$ cat src/hdl/grr_pkg.sv
// Shared types, constants and helpers for the GSI redirection router.
// Used by every module in hdl/; depends on nothing.
`timescale 1ns / 1ps
`default_nettype none

package grr_pkg;

  localparam int CONTROLLERS = 3;
  localparam int MAX_ENTRIES = 32;
  localparam int TABLE_DEPTH = CONTROLLERS * MAX_ENTRIES;

  localparam int GSI_W   = 32;
  localparam int VEC_W   = 8;
  localparam int DEST_W  = 8;
  localparam int CNT_W   = 6;
  localparam int ACT_W   = 2;
  localparam int CTRL_W  = 2;
  localparam int ENTRY_W = 5;
  localparam int SLOT_W  = $clog2(TABLE_DEPTH);
  localparam int LOW_W   = 17;
  localparam int CFG_IDX_W  = 3;
  localparam int CFG_DATA_W = 32;

  localparam logic [VEC_W-1:0] VEC_MIN     = 8'd32;
  localparam logic [VEC_W-1:0] RESET_VEC   = 8'hFF;
  localparam logic [CNT_W-1:0] ENTRY_LIMIT = CNT_W'(MAX_ENTRIES);
  localparam logic [ACT_W-1:0] CTRL_LIMIT  = ACT_W'(CONTROLLERS);

  typedef enum logic {
    OP_ROUTE = 1'b0,
    OP_MASK  = 1'b1
  } op_e;

  typedef enum logic [1:0] {
    ST_DONE       = 2'd0,
    ST_BAD_VECTOR = 2'd1,
    ST_NO_CTRL    = 2'd2
  } status_e;

  typedef enum logic [CFG_IDX_W-1:0] {
    CFG_ACTIVE  = 3'd0,
    CFG_BASE_0  = 3'd1,
    CFG_BASE_1  = 3'd2,
    CFG_BASE_2  = 3'd3,
    CFG_COUNT_0 = 3'd4,
    CFG_COUNT_1 = 3'd5,
    CFG_COUNT_2 = 3'd6
  } cfg_idx_e;

  typedef struct packed {
    logic [ACT_W-1:0]                   active;
    logic [CONTROLLERS-1:0][GSI_W-1:0]  win_base;
    logic [CONTROLLERS-1:0][CNT_W-1:0]  entry_count;
  } cfg_t;

  typedef struct packed {
    logic               hit;
    logic [CTRL_W-1:0]  ctrl;
    logic [ENTRY_W-1:0] entry;
    logic [SLOT_W-1:0]  slot;
  } lookup_t;

  // One redirection entry as stored.
  typedef struct packed {
    logic              mask;
    logic              trig;
    logic              pol;
    logic [VEC_W-1:0]  vector;
    logic [DEST_W-1:0] dest;
  } entry_t;

  typedef struct packed {
    op_e               op;
    logic [GSI_W-1:0]  gsi;
    logic [VEC_W-1:0]  vector;
    logic [DEST_W-1:0] dest;
    logic              lvl;
    logic              alow;
    logic              msk;
  } item_t;

  localparam entry_t RESET_ENTRY = '{mask: 1'b1, trig: 1'b0, pol: 1'b0,
                                     vector: RESET_VEC, dest: '0};

  // Low word layout: mask 16, trigger 15, polarity 13, vector 7:0.
  function automatic logic [LOW_W-1:0] low_word(entry_t e);
    low_word = {e.mask, e.trig, 1'b0, e.pol, 5'b0, e.vector};
  endfunction

endpackage

`default_nettype wire

$ cat src/hdl/grr_cfg_regs.sv
// Configuration register file: controller count, window bases and sizes.
// Depends on grr_pkg.
`timescale 1ns / 1ps
`default_nettype none

module grr_cfg_regs (
  input  wire logic                           clk_i,
  input  wire logic                           rst_ni,
  input  wire logic                           cfg_we_i,
  input  wire logic [grr_pkg::CFG_IDX_W-1:0]  cfg_index_i,
  input  wire logic [grr_pkg::CFG_DATA_W-1:0] cfg_data_i,
  output grr_pkg::cfg_t                       cfg_o
);

  grr_pkg::cfg_t cfg_q;

  always_ff @(posedge clk_i or negedge rst_ni) begin
    if (!rst_ni) begin
      cfg_q <= '0;
    end else if (cfg_we_i) begin
      case (grr_pkg::cfg_idx_e'(cfg_index_i))
        grr_pkg::CFG_ACTIVE: begin
          cfg_q.active <= cfg_data_i[grr_pkg::ACT_W-1:0];
        end
        grr_pkg::CFG_BASE_0: begin
          cfg_q.win_base[0] <= cfg_data_i[grr_pkg::GSI_W-1:0];
        end
        grr_pkg::CFG_BASE_1: begin
          cfg_q.win_base[1] <= cfg_data_i[grr_pkg::GSI_W-1:0];
        end
        grr_pkg::CFG_BASE_2: begin
          cfg_q.win_base[2] <= cfg_data_i[grr_pkg::GSI_W-1:0];
        end
        grr_pkg::CFG_COUNT_0: begin
          cfg_q.entry_count[0] <= cfg_data_i[grr_pkg::CNT_W-1:0];
        end
        grr_pkg::CFG_COUNT_1: begin
          cfg_q.entry_count[1] <= cfg_data_i[grr_pkg::CNT_W-1:0];
        end
        grr_pkg::CFG_COUNT_2: begin
          cfg_q.entry_count[2] <= cfg_data_i[grr_pkg::CNT_W-1:0];
        end
        default: begin
        end
      endcase
    end
  end

  assign cfg_o = cfg_q;

endmodule

`default_nettype wire

$ cat src/hdl/grr_lookup.sv
// Window match: finds the first active controller whose window holds the GSI.
// Depends on grr_pkg.
`timescale 1ns / 1ps
`default_nettype none

module grr_lookup (
  input  wire grr_pkg::cfg_t                 cfg_i,
  input  wire logic [grr_pkg::GSI_W-1:0]     gsi_i,
  output grr_pkg::lookup_t                   res_o
);

  logic [grr_pkg::ACT_W-1:0]                          act_cap;
  logic [grr_pkg::CONTROLLERS-1:0]                    hit;
  logic [grr_pkg::CONTROLLERS-1:0][grr_pkg::GSI_W:0]  diff;
  logic [grr_pkg::CONTROLLERS-1:0][grr_pkg::CNT_W-1:0] cnt;

  assign act_cap = (cfg_i.active > grr_pkg::CTRL_LIMIT) ? grr_pkg::CTRL_LIMIT : cfg_i.active;

  always_comb begin
    for (int c = 0; c < grr_pkg::CONTROLLERS; c++) begin
      cnt[c]  = (cfg_i.entry_count[c] > grr_pkg::ENTRY_LIMIT) ? grr_pkg::ENTRY_LIMIT
                                                              : cfg_i.entry_count[c];
      // borrow bit set means gsi below base
      diff[c] = {1'b0, gsi_i} - {1'b0, cfg_i.win_base[c]};
      hit[c]  = (grr_pkg::ACT_W'(c) < act_cap) && !diff[c][grr_pkg::GSI_W] &&
                (diff[c][grr_pkg::GSI_W-1:0] < grr_pkg::GSI_W'(cnt[c]));
    end
  end

  // Priority pick, lowest index wins.
  always_comb begin
    res_o = '0;
    for (int c = grr_pkg::CONTROLLERS - 1; c >= 0; c--) begin
      if (hit[c]) begin
        res_o.hit   = 1'b1;
        res_o.ctrl  = grr_pkg::CTRL_W'(c);
        res_o.entry = diff[c][grr_pkg::ENTRY_W-1:0];
      end
    end
    res_o.slot = grr_pkg::SLOT_W'(res_o.ctrl) * grr_pkg::SLOT_W'(grr_pkg::MAX_ENTRIES) +
                 grr_pkg::SLOT_W'(res_o.entry);
  end

endmodule

`default_nettype wire

$ cat src/hdl/grr_table.sv
// Redirection table: one write port, one registered read port, write-first
// bypass. Per-entry valid flops make unwritten entries read as reset value.
// Depends on grr_pkg.
`timescale 1ns / 1ps
`default_nettype none

module grr_table (
  input  wire logic                         clk_i,
  input  wire logic                         rst_ni,
  input  wire logic                         rd_en_i,
  input  wire logic [grr_pkg::SLOT_W-1:0]   rd_addr_i,
  output grr_pkg::entry_t                   rd_data_o,
  input  wire logic                         wr_en_i,
  input  wire logic [grr_pkg::SLOT_W-1:0]   wr_addr_i,
  input  wire grr_pkg::entry_t              wr_data_i
);

  grr_pkg::entry_t                   mem_q [grr_pkg::TABLE_DEPTH];
  logic [grr_pkg::TABLE_DEPTH-1:0]   valid_q;
  grr_pkg::entry_t                   rd_q;

  always_ff @(posedge clk_i) begin
    if (wr_en_i) begin
      mem_q[wr_addr_i] <= wr_data_i;
    end
  end

  always_ff @(posedge clk_i or negedge rst_ni) begin
    if (!rst_ni) begin
      valid_q <= '0;
    end else if (wr_en_i) begin
      valid_q[wr_addr_i] <= 1'b1;
    end
  end

  // same-cycle write to the read slot returns the new data
  always_ff @(posedge clk_i) begin
    if (rd_en_i) begin
      if (wr_en_i && (wr_addr_i == rd_addr_i)) begin
        rd_q <= wr_data_i;
      end else if (valid_q[rd_addr_i]) begin
        rd_q <= mem_q[rd_addr_i];
      end else begin
        rd_q <= grr_pkg::RESET_ENTRY;
      end
    end
  end

  assign rd_data_o = rd_q;

endmodule

`default_nettype wire

$ cat src/hdl/gsi_redirection_router.sv
// GSI redirection router, top level.
// Input channel (in_valid_i/in_ready_o) takes one request beat: operation,
// GSI and the route fields. Output channel (out_valid_o/out_ready_i) gives
// one result beat per request, in order: status, controller, entry, the
// entry's low word and destination after the operation.
// Configuration is a plain write port (cfg_we_i, cfg_index_i, cfg_data_i); the user
// must write it only while no request is in flight, the block does not enforce it.
// Pipeline: input register, lookup and table read, table write and result
// register. Throughput is one beat per cycle while the receiver does not
// stall, also for back-to-back mask requests to the same entry, since the
// table read port forwards the write in progress. When the receiver stalls
// the result register holds and the stall moves back stage by stage; the
// input side keeps taking beats until all three stages are full.
// Reset empties the pipeline, clears the configuration registers to zero and marks every
// table entry as masked with vector 0xFF and destination 0 at once.
// Depends on grr_pkg, grr_cfg_regs, grr_lookup, grr_table.
`timescale 1ns / 1ps
`default_nettype none

module gsi_redirection_router (
  input  wire logic                            clk_i,
  input  wire logic                            rst_ni,
  input  wire logic                            cfg_we_i,
  input  wire logic [grr_pkg::CFG_IDX_W-1:0]   cfg_index_i,
  input  wire logic [grr_pkg::CFG_DATA_W-1:0]  cfg_data_i,
  input  wire logic                            in_valid_i,
  output logic                                 in_ready_o,
  input  wire logic                            operation_i,
  input  wire logic [grr_pkg::GSI_W-1:0]       gsi_i,
  input  wire logic [grr_pkg::VEC_W-1:0]       vector_i,
  input  wire logic [grr_pkg::DEST_W-1:0]      destination_i,
  input  wire logic                            level_trigger_i,
  input  wire logic                            active_low_i,
  input  wire logic                            masked_i,
  output logic                                 out_valid_o,
  input  wire logic                            out_ready_i,
  output logic [1:0]                           status_o,
  output logic [grr_pkg::CTRL_W-1:0]           controller_index_o,
  output logic [grr_pkg::ENTRY_W-1:0]          entry_index_o,
  output logic [grr_pkg::LOW_W-1:0]            redirection_low_o,
  output logic [grr_pkg::DEST_W-1:0]           destination_out_o
);

  grr_pkg::cfg_t    cfg;
  grr_pkg::lookup_t lk;

  logic             s1_valid_q, s2_valid_q, out_valid_q;
  logic             s1_adv, s2_adv;
  grr_pkg::item_t   s1_item_q, s2_item_q;
  grr_pkg::status_e s1_status, s2_status_q;
  grr_pkg::lookup_t s2_lk_q;
  grr_pkg::entry_t  rd_data, new_entry;
  logic             wr_en;

  grr_pkg::status_e                   out_status_q;
  logic [grr_pkg::CTRL_W-1:0]         out_ctrl_q;
  logic [grr_pkg::ENTRY_W-1:0]        out_entry_q;
  logic [grr_pkg::LOW_W-1:0]          out_low_q;
  logic [grr_pkg::DEST_W-1:0]         out_dest_q;

  grr_cfg_regs u_cfg (
    .clk_i       (clk_i),
    .rst_ni      (rst_ni),
    .cfg_we_i    (cfg_we_i),
    .cfg_index_i (cfg_index_i),
    .cfg_data_i  (cfg_data_i),
    .cfg_o       (cfg)
  );

  // Handshake chain
  assign s2_adv     = s2_valid_q && (!out_valid_q || out_ready_i);
  assign s1_adv     = s1_valid_q && (!s2_valid_q || s2_adv);
  assign in_ready_o = !s1_valid_q || s1_adv;

  // Stage 1: input register
  always_ff @(posedge clk_i or negedge rst_ni) begin
    if (!rst_ni) begin
      s1_valid_q <= 1'b0;
    end else if (in_ready_o) begin
      s1_valid_q <= in_valid_i;
    end
  end

  always_ff @(posedge clk_i) begin
    if (in_valid_i && in_ready_o) begin
      s1_item_q <= '{op: grr_pkg::op_e'(operation_i), gsi: gsi_i, vector: vector_i,
                     dest: destination_i, lvl: level_trigger_i, alow: active_low_i,
                     msk: masked_i};
    end
  end

  grr_lookup u_lookup (
    .cfg_i (cfg),
    .gsi_i (s1_item_q.gsi),
    .res_o (lk)
  );

  // vector check comes before the lookup
  always_comb begin
    if (s1_item_q.op == grr_pkg::OP_ROUTE && s1_item_q.vector < grr_pkg::VEC_MIN) begin
      s1_status = grr_pkg::ST_BAD_VECTOR;
    end else if (!lk.hit) begin
      s1_status = grr_pkg::ST_NO_CTRL;
    end else begin
      s1_status = grr_pkg::ST_DONE;
    end
  end

  grr_table u_table (
    .clk_i     (clk_i),
    .rst_ni    (rst_ni),
    .rd_en_i   (s1_adv),
    .rd_addr_i (lk.slot),
    .rd_data_o (rd_data),
    .wr_en_i   (wr_en),
    .wr_addr_i (s2_lk_q.slot),
    .wr_data_i (new_entry)
  );

  // Stage 2: build the new entry (route replaces, mask merges with stored entry) and write back
  always_ff @(posedge clk_i or negedge rst_ni) begin
    if (!rst_ni) begin
      s2_valid_q <= 1'b0;
    end else if (!s2_valid_q || s2_adv) begin
      s2_valid_q <= s1_adv;
    end
  end

  always_ff @(posedge clk_i) begin
    if (s1_adv) begin
      s2_item_q   <= s1_item_q;
      s2_status_q <= s1_status;
      s2_lk_q     <= lk;
    end
  end

  always_comb begin
    if (s2_item_q.op == grr_pkg::OP_ROUTE) begin
      new_entry = '{mask: s2_item_q.msk, trig: s2_item_q.lvl, pol: s2_item_q.alow,
                    vector: s2_item_q.vector, dest: s2_item_q.dest};
    end else begin
      new_entry      = rd_data;
      new_entry.mask = s2_item_q.msk;
    end
  end

  assign wr_en = s2_adv && (s2_status_q == grr_pkg::ST_DONE);

  // Result register
  always_ff @(posedge clk_i or negedge rst_ni) begin
    if (!rst_ni) begin
      out_valid_q <= 1'b0;
    end else if (!out_valid_q || out_ready_i) begin
      out_valid_q <= s2_adv;
    end
  end

  always_ff @(posedge clk_i) begin
    if (s2_adv) begin
      out_status_q <= s2_status_q;
      if (s2_status_q == grr_pkg::ST_DONE) begin
        out_ctrl_q  <= s2_lk_q.ctrl;
        out_entry_q <= s2_lk_q.entry;
        out_low_q   <= grr_pkg::low_word(new_entry);
        out_dest_q  <= new_entry.dest;
      end else begin
        out_ctrl_q  <= '0;
        out_entry_q <= '0;
        out_low_q   <= '0;
        out_dest_q  <= '0;
      end
    end
  end

  assign out_valid_o        = out_valid_q;
  assign status_o           = out_status_q;
  assign controller_index_o = out_ctrl_q;
  assign entry_index_o      = out_entry_q;
  assign redirection_low_o  = out_low_q;
  assign destination_out_o  = out_dest_q;

endmodule

`default_nettype wire
$ cat config.mk
export PLATFORM = sky130hd
export DESIGN_NAME = gsi_redirection_router
export DESIGN_NICKNAME = d
export VERILOG_FILES = /design/src/hdl/grr_pkg.sv /design/src/hdl/grr_cfg_regs.sv /design/src/hdl/grr_lookup.sv /design/src/hdl/grr_table.sv /design/src/hdl/gsi_redirection_router.sv
export SDC_FILE = /design/constraint.sdc
export NUM_CORES = 2
export LEC_CHECK = 0
export BUFFER_PORTS_ARGS = -buffer_cell sky130_fd_sc_hd__buf_2
export CAP_MARGIN = 20
export CELL_PAD_IN_SITES_DETAIL_PLACEMENT = 1
export CELL_PAD_IN_SITES_GLOBAL_PLACEMENT = 2
export CORE_MARGIN = 2
export CORE_UTILIZATION = 45
export CTS_CLUSTER_SIZE = 20
export DETAILED_ROUTE_END_ITERATION = 10
export GPL_TIMING_DRIVEN = 0
export PLACE_DENSITY_LB_ADDON = 0.15
export SLEW_MARGIN = 15
export SYNTH_ARGS = -nofsm -noshare
export SYNTH_HDL_FRONTEND = slang
export SYNTH_SLANG_ARGS = --single-unit
$ cat constraint.sdc
create_clock -name clk_i -period 9.63 [get_ports clk_i]
set_input_delay 1.4445 -clock clk_i [delete_from_list [all_inputs] [get_ports clk_i]]
set_output_delay 1.4445 -clock clk_i [all_outputs]
set_load 0.01 [all_outputs]
==> results.yml <==
outcome:
  outcome: "finished clean"
logic_synthesis:
  ys_top_cells_by_area: "edfxtp_1 62%, nand2_1 7.1%, dfrtp_1 6.0%"
  leading_area_contributor_after_synthesis: "edfxtp_1"
  synth.yosys.seq_area_share: 0.6767
  ys_ff_latch: 2070
  yosys.cell_count.top_type: "edfxtp_1"
  ys_dominant_reg_cell: "edfxtp_1"
  synthArstFlopShare: 0.1039
  ys_types: 113
  syn-cell-area_sq_um: 90260
  portion_of_synthesized_cell_area_occupied_by_the_leading_cell_type: 0.6171
  synth-edff-count: 1855
  synth.cells.most_frequent: "1855 x edfxtp_1, 1704 x nand2_1, 426 x nand3_1"
  synth.avg_cell_area_sq_um: 12.37
  syn-instance-count: 7296
  synthesis.yosys.warnings: 0
min_path:
  holdCritStartpoint: "s1_item_q[0]"
  whs_endpoint: "s2_item_q[0]"
  hold_depth: 0
  hold_path_class: "register to register"
clock_network:
  total_cts_buffers: 220
  clk-insertion-delay-late_ps: 910
  clkSinkCount: 2070
  tritoncts: "built"
  clock_tree.buffer_depth: 3
  ctsHtreeMaxLevel: 4
  clk_tree_root_cell: "clkbuf_16"
  post_cts_hold_buffer_count: 0
  worst_setup_hold_path_clk_slew_ps: 70
grt:
  global_route_wire_length_before_repair_mm: 519.9
  first_global_vias: 66436
  grt_antenna_before_repair: 41
  grt_start_max_net_pins: 96
  groute.usage.overall: 0.3643
  global_route.overflow_total: 0
setup_path:
  critical_path.endpoint_type: "register"
  critical-path-max-stage-delay_ps: 750
  crit-reg2reg-launch: "s1_item_q[20]"
  required_time_worst_endpoint_ps: 10230
  crit_top_cell: "nor2_1"
  r2r_setup_slack_ps: 8
  worst-path-max-fanout: 10
  cp_data_arrival_time_ps: 10220
  critical_path_buf_inv_count: 2
  r2r.worst_path.cells: 24
  crit_slowest_cell: "clkbuf_1"
  critical_path.reg2reg.endpoint: "u_table.rd_data_o[16]"
  timing.critical_path.max_delay_family: "compound AO/OA/AOI/OAI gates"
  startpoint_type: "register"
  cp_cell_sequence: "ha_1, nor2b_1, o2111ai_1, a21boi_0, nor2_1, ha_1, a2111oi_4, o211ai_1, or4b_1, nor4b_1, nand3_1, nand4bb_1, nor2_1, nor4_1, o32a_2, buf_4, nor2_1, clkbuf_1, a22oi_1, o21ai_0, a31oi_1, a211o_1, a21oi_1, o22ai_1"
  crit_type: "register to register"
placement:
  finalWeightedCongestion: 0.9814
  placement.io_buffers: 119
  dp_hpwl_mm: 273.2
job:
  max-cap-violations: 0
detailed_routing:
  drtPass1Iterations: 6
  via_count: 66969
  drt.antenna.violating_nets: 0
  detail_route.drc_violations: 0
  route.detailed.wl_per_inst_um: 35.36
  detail_route.iter0.violations: 8992
  vias_per_cell: 6.299
  routed_wirelength_mm: 376.0
floorplanning:
  core-area_sq_um: 199500
  std_cell_rows: 164
  floorplan.die_area_sq_um: 204200
  top_level_ports: 128
  die_x_um: 451.9
  die_y_um: 451.9
  initial_cell_density_of_the_core: 0.4525
final_layout:
  final_layout_size_suffix_gt1_frac: 0.1520
  num-nets-final: 7967
  layout-area-overhead-vs-synth_pct: 16.40
  post-route-util: 0.5267
pwr:
  power_density_nw_per_um2: 203.7
  cellLeakagePower_nw: 37.33
  worst_ir_drop_vdd_mv: 0.2427
  power_mw: 21.40
timing:
  fin_crit_ps: 9622
  holdWs_ps: 419.5
  setup_viol_count_final: 0
  tightest_slew_ps: 1294
  clock.fmax_ghz: 0.1039
  setup_repair_after_global_routing_missed_its_margin: "no"
  fin_worst_skew_ps: 67.78
  max-slew-margin-rel: 0.1323
  hold_violations: 0
  final_max_slew_viol_count: 0
  timing.final.crit_share: 0.9992
==> report_power, final <==
part           internal [mW]  leakage (nW)  switching [mW]
Combinational          0.771          14.4            1.86
Sequential              10.1          19.4          0.0826
Clock                   4.87          3.51            3.73
Total                   15.7          37.3            5.67
==> cell type report <==
cell class | instances | area, sq um
fill | 20197 | 94390
sequential | 2070 | 61080
multi-input combinational | 4668 | 27640
clock buffer | 264 | 5722
tap | 2656 | 3323
timing repair buffer | 240 | 3100
buffer | 411 | 2073
clock inverter | 152 | 1443
inverter | 150 | 625.6
antenna | 21 | 52.55
==> state kept, by name, indices dropped and copies added, names as in the netlist <==
signal              cells
s1_valid_q              1
s2_valid_q              1
s2_status_q             2
controller_index_o      2
out_valid_o             1
s2_item_q              20
entry_index_o           5
u_cfg.cfg_o           116
u_table.valid_q        96
u_table.mem_q        1728
s1_item_q              52
redirection_low_o      11
s2_lk_q                 7
u_table.rd_data_o      18
status_o                2
destination_out_o       8
==> stage by stage <==
| step | instances | area, sq um | setup TNS [ps] | setup WS, ps |
|---|---|---|---|---|
| floorplan | 7301 | 90280 | 0 | 3832 |
| global placement | 10076 | 94200 | -30640 | -2937 |
| detailed placement | 10192 | 97570 | -8214 | -858.7 |
| CTS | 10607 | 104900 | 0 | 17.54 |
| global route | 10616 | 105000 | 0 | 15.23 |
| finish | 10632 | 105100 | 0 | 7.897 |
==> worst max path at each step <==
stage | to | cells past startpoint | slack (ps) | from
2_1_floorplan | u_table.rd_data_o[10] | 26 | 3830 | s1_item_q[20]
3_3_place_gp | u_table.rd_data_o[11] | 24 | -2940 | s1_item_q[20]
3_5_place_dp | u_table.rd_data_o[8] | 24 | -860 | s1_item_q[20]
4_1_cts | u_table.rd_data_o[7] | 24 | 20 | s1_item_q[20]
5_1_grt | u_table.rd_data_o[3] | 26 | 20 | s1_item_q[20]
6_report | u_table.rd_data_o[16] | 24 | 8 | s1_item_q[20]
==> routing by layer <==
layer  routed length [um]  track usage
met4                21210       0.1799
met3                37360      0.08181
met1               152300       0.5000
met2               165000       0.5473
met5                  152            0
==> layout by cell type, fill, tap and decap left out, drive strengths merged, types with 80 or more instances in the layout <==
cell type	instances
clkbuf	437
ha	111
o21ai	229
inv	159
nand2	1706
and3	103
nand3	426
mux2i	254
or2	110
nand4	91
a21oi	328
dfrtp	215
buf	476
clkinv	110
mux2	80
nor2	255
edfxtp	1855
a31oi	121
==> cell families after synthesis <==
kind of cell	Yosys count	share of synthesized area
AND/OR/NAND/NOR	2986	0.1496
flip-flops	2070	0.6767
AO/OA/AOI/OAI	1181	0.08615
buffers and inverters	563	0.02872
multiplexers	334	0.03815
adder cells (fa/ha/maj)	114	0.01605
XOR/XNOR	47	0.004561
other	1	0.00004155
==> repair_timing <==
action | 4_1_cts | 5_1_grt
pin swaps | 0 | 1
buffers inserted | 0 | 4
endpoints found under the setup margin | 17 | 18
resized for setup | 33 | 21
(Power assumes the default switching activity.)
